## config.mk

```make
export PLATFORM = sky130hd
export DESIGN_NAME = timed_note_voice_allocator_core
export DESIGN_NICKNAME = d
export VERILOG_FILES = /design/src/rtl/tnva_pkg.sv /design/src/rtl/tnva_cell.sv /design/src/rtl/timed_note_voice_allocator_core.sv
export VERILOG_INCLUDE_DIRS = /design/src /design/src/rtl
export SDC_FILE = /design/constraint.sdc
export NUM_CORES = 1
export LEC_CHECK = 0
export ABC_AREA = 1
export BUFFER_PORTS_ARGS = -buffer_cell sky130_fd_sc_hd__buf_2
export CAP_MARGIN = 40
export CORE_MARGIN = 2
export CORE_UTILIZATION = 35
export CTS_CLUSTER_SIZE = 28
export DETAILED_ROUTE_END_ITERATION = 8
export HOLD_SLACK_MARGIN = 0.1
export PLACE_DENSITY = 0.5
export SYNTH_ARGS = -nofsm -noshare
export SYNTH_HDL_FRONTEND = slang
export SYNTH_SLANG_ARGS = --single-unit
```

## constraint.sdc

```tcl
create_clock -name clk -period 4.6 [get_ports clk]
set_input_delay 0.92 -clock clk [delete_from_list [all_inputs] [get_ports clk]]
set_output_delay 0.92 -clock clk [all_outputs]
set_load 0.02 [all_outputs]
```

## src/rtl/timed_note_voice_allocator_core_defines.svh

```systemverilog
// Assertion macros for the timed note voice allocator.
// Included by the RTL files that carry concurrent checks; expects clk and rst in scope.
`ifndef TIMED_NOTE_VOICE_ALLOCATOR_CORE_DEFINES_SVH
`define TIMED_NOTE_VOICE_ALLOCATOR_CORE_DEFINES_SVH
`ifndef SYNTHESIS
// Check a property on every clk edge, masked while rst is high.
`define TNVA_ASSERT(lbl, prop, msg) \
  lbl: assert property (@(posedge clk) disable iff (rst) prop) else $error(msg);
// Check a property on every clk edge, reset included.
`define TNVA_ASSERT_ALWAYS(lbl, prop, msg) \
  lbl: assert property (@(posedge clk) prop) else $error(msg);
`else
`define TNVA_ASSERT(lbl, prop, msg)
`define TNVA_ASSERT_ALWAYS(lbl, prop, msg)
`endif
`endif

```

## src/rtl/tnva_pkg.sv

```systemverilog
// Shared types and constants of the timed note voice allocator.
// No dependencies; imported by tnva_cell, the top level and the test files.
`default_nettype none

package tnva_pkg;

  localparam int VOICES = 8;
  localparam int VIDX_W = (VOICES > 1) ? $clog2(VOICES) : 1;

  localparam int NOTE_W  = 7;
  localparam int VEL_W   = 7;
  localparam int CHAN_W  = 5;
  localparam int VOICE_W = 5;
  localparam int TIME_W  = 32;

  typedef enum logic [0:0] {
    OP_START = 1'b0,
    OP_CHECK = 1'b1
  } opcode_t;

  typedef enum logic [0:0] {
    REG_PER_NOTE_CHANNEL = 1'b0,
    REG_DEFAULT_CHANNEL  = 1'b1
  } reg_index_t;

  typedef struct packed {
    logic              opcode;
    logic [TIME_W-1:0] now_ms;
    logic [NOTE_W-1:0] note_number;
    logic [VEL_W-1:0]  note_velocity;
    logic [TIME_W-1:0] hold_ms;
    logic [CHAN_W-1:0] note_channel;
  } item_t;

  typedef struct packed {
    logic [NOTE_W-1:0]  out_note;
    logic [VEL_W-1:0]   out_velocity;
    logic [CHAN_W-1:0]  out_channel;
    logic [VOICE_W-1:0] out_voice;
    logic               last;
  } result_t;

  // Item as held during a scan: expiry already summed.
  typedef struct packed {
    opcode_t           opcode;
    logic [TIME_W-1:0] now_ms;
    logic [NOTE_W-1:0] note;
    logic [VEL_W-1:0]  velocity;
    logic [TIME_W-1:0] expiry;
    logic [CHAN_W-1:0] channel;
  } job_t;

  // Control broadcast to every cell.
  typedef struct packed {
    logic load;  // seed the token into the first cell
    logic step;  // advance the token one cell
  } cell_ctl_t;

endpackage

`default_nettype wire

```

## src/rtl/tnva_cell.sv

```systemverilog
// One voice slot of the allocator chain: slot storage, hit test and token stage.
// Depends on tnva_pkg.
`default_nettype none

module tnva_cell import tnva_pkg::*; (
  input  logic              clk,
  input  logic              rst,
  input  cell_ctl_t         ctl,
  input  job_t              job,
  input  logic [VIDX_W-1:0] index,
  input  logic              token_in,
  output logic              token_out,
  output logic              active,
  input  logic              below_in,
  output logic              below_out,
  output logic              emit,
  output result_t           res
);

  logic              token;
  logic [NOTE_W-1:0] slot_note;
  logic [VEL_W-1:0]  slot_velocity;
  logic [TIME_W-1:0] slot_expiry;
  logic [CHAN_W-1:0] slot_channel;

  logic    busy;
  logic    is_start;
  logic    hit;
  result_t word;

  assign busy     = (slot_velocity != '0);
  assign is_start = (job.opcode == OP_START);
  assign hit      = is_start ? !busy : (busy && (slot_expiry <= job.now_ms));

  assign emit      = token & ctl.step & hit;
  // A start stops at the first free slot; a check walks the whole row.
  assign token_out = token & !(is_start & hit);
  assign active    = token;
  assign below_out = hit | below_in;

  always_comb begin
    word.out_note     = is_start ? job.note : slot_note;
    word.out_velocity = is_start ? job.velocity : '0;
    word.out_channel  = is_start ? job.channel : slot_channel;
    word.out_voice    = VOICE_W'(index);
    word.last         = is_start ? 1'b1 : !below_in;
    res               = emit ? word : '0;
  end

  always_ff @(posedge clk) begin
    if (rst) begin
      token         <= 1'b0;
      slot_velocity <= '0;
    end else begin
      if (ctl.load | ctl.step) begin
        token <= token_in;
      end
      if (emit) begin
        slot_velocity <= is_start ? job.velocity : '0;
      end
    end
  end

  always_ff @(posedge clk) begin
    if (emit && is_start) begin
      slot_note    <= job.note;
      slot_expiry  <= job.expiry;
      slot_channel <= job.channel;
    end
  end

endmodule

`default_nettype wire

```

## src/rtl/timed_note_voice_allocator_core.sv

```systemverilog
// Timed note voice allocator: a row of VOICES slot cells scanned by a walking token.
// Each result word is registered in the output register when the cell holding the token
// fires; the token advances only while that register is empty or being drained.
// A new item is taken only once the last scan has ended; the token advance through the
// cell row sets this; a check walks all of it, a start stops at the first free slot.
// Reset (rst, synchronous): all slots free, per_note_channel 0, default_channel 1.
`default_nettype none
`include "timed_note_voice_allocator_core_defines.svh"

module timed_note_voice_allocator_core import tnva_pkg::*; (
  input  logic              clk,
  input  logic              rst,
  // item channel
  input  logic              item_valid,
  output logic              item_stall,
  input  item_t             item,
  // result channel
  output logic              result_valid,
  input  logic              result_stall,
  output result_t           result,
  // configuration write channel
  input  logic              cfg_valid,
  output logic              cfg_ready,
  input  logic [0:0]        cfg_index,
  input  logic [CHAN_W-1:0] cfg_data
);

  // Configuration registers.
  logic              per_note_channel;
  logic [CHAN_W-1:0] default_channel;

  // Item held for the duration of one scan.
  job_t job;

  // Chain wiring between neighboring cells.
  logic [VOICES-1:0] token_in_vec;
  logic [VOICES-1:0] token_out_vec;
  logic [VOICES-1:0] token_vec;
  logic [VOICES-1:0] below_in_vec;
  logic [VOICES-1:0] below_out_vec;
  logic [VOICES-1:0] emit_vec;
  result_t           res_vec [VOICES];

  cell_ctl_t ctl;
  logic      busy;
  logic      out_free;
  logic      load;
  result_t   merged;
  result_t   picked;
  logic      start_claim;

  // Scan in progress while any cell holds the token.
  assign busy       = |token_vec;
  assign item_stall = busy;
  assign load       = item_valid & !item_stall;
  assign cfg_ready  = 1'b1;

  // Output register can take a word when empty or being drained.
  assign out_free = !result_valid | !result_stall;
  assign ctl.load = load;
  assign ctl.step = busy & out_free;

  genvar gi;
  generate
    for (gi = 0; gi < VOICES; gi++) begin : g_cell
      // Feed the token from the left neighbor; seed cell 0 on acceptance.
      if (gi == 0) begin : g_head
        assign token_in_vec[gi] = load;
      end else begin : g_body
        assign token_in_vec[gi] = token_out_vec[gi-1];
      end
      // Hits further down the row decide the last flag of a check.
      if (gi == VOICES - 1) begin : g_tail
        assign below_in_vec[gi] = 1'b0;
      end else begin : g_inner
        assign below_in_vec[gi] = below_out_vec[gi+1];
      end

      tnva_cell u_cell (
        .clk       (clk),
        .rst       (rst),
        .ctl       (ctl),
        .job       (job),
        .index     (VIDX_W'(gi)),
        .token_in  (token_in_vec[gi]),
        .token_out (token_out_vec[gi]),
        .active    (token_vec[gi]),
        .below_in  (below_in_vec[gi]),
        .below_out (below_out_vec[gi]),
        .emit      (emit_vec[gi]),
        .res       (res_vec[gi])
      );
    end
  endgenerate

  // Only the token holder drives a nonzero word; merge them by OR.
  always_comb begin
    merged = '0;
    for (int i = 0; i < VOICES; i++) begin
      merged = merged | res_vec[i];
    end
    picked = merged;
    // Apply the channel mode that holds now, also for note-offs.
    picked.out_channel = per_note_channel ? merged.out_channel : default_channel;
  end

  // Configuration writes.
  always_ff @(posedge clk) begin
    if (rst) begin
      per_note_channel <= 1'b0;
      default_channel  <= CHAN_W'(1);
    end else if (cfg_valid && cfg_ready) begin
      unique case (reg_index_t'(cfg_index))
        REG_PER_NOTE_CHANNEL: per_note_channel <= cfg_data[0];
        REG_DEFAULT_CHANNEL:  default_channel  <= cfg_data;
        default:              per_note_channel <= per_note_channel;
      endcase
    end
  end

  // Capture the item and precompute the expiry, modulo 2^32.
  always_ff @(posedge clk) begin
    if (load) begin
      job.opcode   <= opcode_t'(item.opcode);
      job.now_ms   <= item.now_ms;
      job.note     <= item.note_number;
      job.velocity <= item.note_velocity;
      job.expiry   <= item.now_ms + item.hold_ms;
      job.channel  <= item.note_channel;
    end
  end

  // Output register: load a word when a cell fires, drop it once taken.
  always_ff @(posedge clk) begin
    if (rst) begin
      result_valid <= 1'b0;
    end else if (out_free) begin
      result_valid <= ctl.step & (|emit_vec);
    end
  end

  always_ff @(posedge clk) begin
    if (ctl.step && (|emit_vec)) begin
      result <= picked;
    end
  end

  // A start claims its slot in this cycle.
  assign start_claim = ctl.step & (|emit_vec) & (job.opcode == OP_START);

  // The token lives in at most one cell.
  `TNVA_ASSERT(a_token_single, $onehot0(token_vec), "token held by more than one cell")
  // Only the token holder may fire.
  `TNVA_ASSERT(a_emit_single, $onehot0(emit_vec), "more than one cell fired")
  // An accepted item seeds the token at the head of the row.
  `TNVA_ASSERT(a_seed, load |=> token_vec[0], "token not seeded after accept")
  // A start that found a slot ends the scan.
  `TNVA_ASSERT(a_start_ends, start_claim |=> !busy, "start scan kept running after claim")
  // A fired word reaches the output register.
  `TNVA_ASSERT(a_word_loaded, (ctl.step && (|emit_vec)) |=> result_valid, "fired word not presented")

endmodule

`default_nettype wire

```

==> results.toml <==
[power]
p_per_area_nw_per_um2 = 503.8
pwr-share-comb = 0.242
pwr-share-clk = 0.321
p_leak_nw = 12.41
internal_power_w = 0.01011
pwr-share-seq = 0.436
switching_share = 0.3320
ir_drop_v = 0.0003152
switchingPower_w = 0.005026

[grt]
grt_pass1_vias = 18010
grt_max_degree = 88
antenna_found_initial = 0
gr-usage-all-layers = 0.1861
grt-ovfl-total = 0
grt_first_pass_wirelength_um = 109300

[synth]
synthAdderAreaFrac = 0.1379
synth-seq-cells = 530
synthMuxAreaShare = 0
synth_area_leaders = "edfxtp_1 (53%), ha_1 (14%), nand2_1 (9.3%), dfxtp_1 (5.4%), a21oi_1 (4.7%)"
synth-async-reset-ratio = 0
synthesis.area_sq_um = 26190
yosysWarnings = 0
syn_area_per_cell_sq_um = 10.80
synth.top_cell.area_share = 0.5264
synth-simple-area-share = 0.1664
synthCells = 2425
synth_top_family_by_area = "simple AND/OR/NAND/NOR gates"
synth_compound_gate_area_share = 0.07215
ys.flop_type = "edfxtp_1"
yosysTopAreaCell = "edfxtp_1"
synth_edf_count = 459
synth_cell_types = 55
seq_area_frac_synth = 0.5806
synth_xor_area_frac = 0.009699

[cts]
cts_setup_buffers = 0
cts_tree = "yes"
clockBufferDepth = 3
cts_max_level = 2
cts_buffers = 59
root_buffer = "clkbuf_16"
holdBufCountCts = 0
clk_pin_slew_worst_paths_ps = 60
clk_latency_ps = 630
clkSinkCount = 530
ctsResizeCount = 0

[timing]
timing.fmax_ghz = 0.2650
rsz0062_at_grt = "false"
setup_ws_ps = 827.0
finalCriticalPeriod_ps = 3773
finalSetupViolCount = 0
fin_setup_tns_ps = 0
tightest_slew_ps = 878.6
drv_slew = 0
period_share = 0.8202
final-hold-violation-count = 0
relSlewSlack = 0.4143
clock_skew_ps = 22.73

[critical_path]
worstPathArrival_ps = 4060
path_common_cell = "nand2_1"
cp.buffers_inverters = 3
crit_path_max_fanout = 23
critPathCaptureType = "flop"
path_delay_family = "simple AND/OR/NAND/NOR gates"
crit_required_ps = 4880
crit_chain = "inv_1, ha_1, a21oi_1, o21ai_0, nand2_1, nand3_1, a21oi_1, nand2_1, nand2_2, nand3_1, nand2_2, clkinv_1, nand2_1, nor2_2, nand2_1, buf_4"
crit_type = "flop to flop"
slowest_stage = "clkinv_1"
worst_setup_path_start_kind = "flop"
cp_slowest_stage_delay_ps = 390

[floorplanning]
io-pin-count = 123
die_area_sq_um = 77020
initial_utilization = 0.3529
rows = 100
design.core.area_sq_um = 74200
fp.dieW_um = 277.5
die_h_um = 277.5

[placed_design]
gp_congestion = 0.8461
portBuffers = 119
dp_hpwl_um = 51900
pre_cts_slack_ps = 846.2

[layout]
diodes = 0
final_cell_mix = "nand2_1 (652), edfxtp_1 (459), ha_1 (287)"
nets = 2973
fill_cells = 7094
synthToLayoutAreaGrowth_pct = 14.76
layout_commonest_cell = "nand2_1"
drive_gt1_frac = 0.1130

[job]
max_cap_viol_count = 0

[detailed_routing]
avgRoutedWirePerCell_um = 19.85
viasPerCell = 4.971
final_antenna_net_count = 0
drc_errors = 0
drtIter0Drc = 1409
dr.pass1.iters = 5
routed_wl_um = 71590
dr_total_vias = 17930

[min_path]
min_path_type = "flop to flop"

[outcome]
status = "finished clean"
-- logic make-up after synthesis --
logic type	after synthesis
simple gates	1027
buf+inv	205
xor+xnor	29
compound gates	344
flops	530
other cells	2
fa+ha+maj	288
-- sequential cells by signal, summed over array words and instances, names as in the netlist --
register / flops
g_cell.u_cell.slot_expiry: 256
default_channel: 5
result_valid: 1
job: 84
g_cell.u_cell.slot_velocity: 56
per_note_channel: 1
g_cell.u_cell.slot_channel: 40
g_cell.u_cell.active: 8
g_cell.u_cell.slot_note: 56
result: 23
-- power by group through the flow --
stage	Combinational, W	Sequential (W)	Clock [W]
floorplan	0.00231	0.00663	0
CTS	0.00371	0.00663	0.00496
detailed placement	0.00369	0.00673	0
global route	0.00415	0.00669	0.00515
global placement	0.00364	0.00672	0
finish	0.00367	0.00661	0.00486
-- cell type report --
class                      count  area, sq um  share of cell area
multi-input combinational   1691        10130              0.3372
timing repair buffer         139        858.3             0.02856
clock inverter                39        440.4             0.01466
inverter                     169        641.9             0.02136
tap                          969         1212             0.04034
sequential                   530        15200              0.5060
clock buffer                  70         1560             0.05192
-- worst paths after layout --
path	startpoint	endpoint	slack, ps	cells past startpoint
setup / recovery	job[68]$_DFFE_PP_	result[15]$_DFFE_PP_	830	16
hold / removal	g_cell[2].u_cell.slot_velocity[2]$_SDFFE_PP0P_	g_cell[2].u_cell.slot_velocity[2]$_SDFFE_PP0P_	460	2
setup reg to reg	job[68]$_DFFE_PP_	result[15]$_DFFE_PP_	830	16
hold reg to reg	g_cell[2].u_cell.slot_velocity[2]$_SDFFE_PP0P_	g_cell[2].u_cell.slot_velocity[2]$_SDFFE_PP0P_	460	2
-- tightest hold or removal path, delay by kind of cell (launching register included) --
kind            cells  cell delay [ps]
simple gates        1               60
flops               1              310
compound gates      1               50
-- synth_stat cells (6+ instances only) --
master	count
a21o_1	7
a21oi_1	244
buf_2	7
buf_6	8
clkbuf_1	15
dfxtp_1	71
edfxtp_1	459
ha_1	287
inv_1	161
nand2_1	652
nand2_2	14
nand2_4	6
nand3_1	76
nand3b_1	8
nand4_1	32
nor2_1	181
nor2_2	9
nor3_1	22
nor4_1	10
o21a_1	12
o21ai_0	45
xnor2_1	11
xor2_1	18
-- metal layers --
layer | vias up | routed length [um] | global-route usage
met2 | 409 | 34310 | 0.3152
met3 | 85 | 3226 | 0.02291
met5 | - | 0 | 0
met4 | 0 | 1617 | 0.04809
li1 | 8869 | - | -
met1 | 8566 | 32440 | 0.2525
-- stage by stage --
step                      cells  power (W)  area (sq um)  hold slack [ps]  utilization
after floorplan            2426   0.008947         26190            438.7            -
after global placement     3494    0.01035         27980            449.2       0.3772
after detailed placement   3498    0.01042         28050            454.1       0.3781
after CTS                  3607    0.01531         30050            426.8       0.4050
after global routing       3607    0.01599         30050            433.4       0.4050
final                      3607    0.01514         30050            461.3       0.4050
Note: power is estimated with default switching activity, not from simulation.
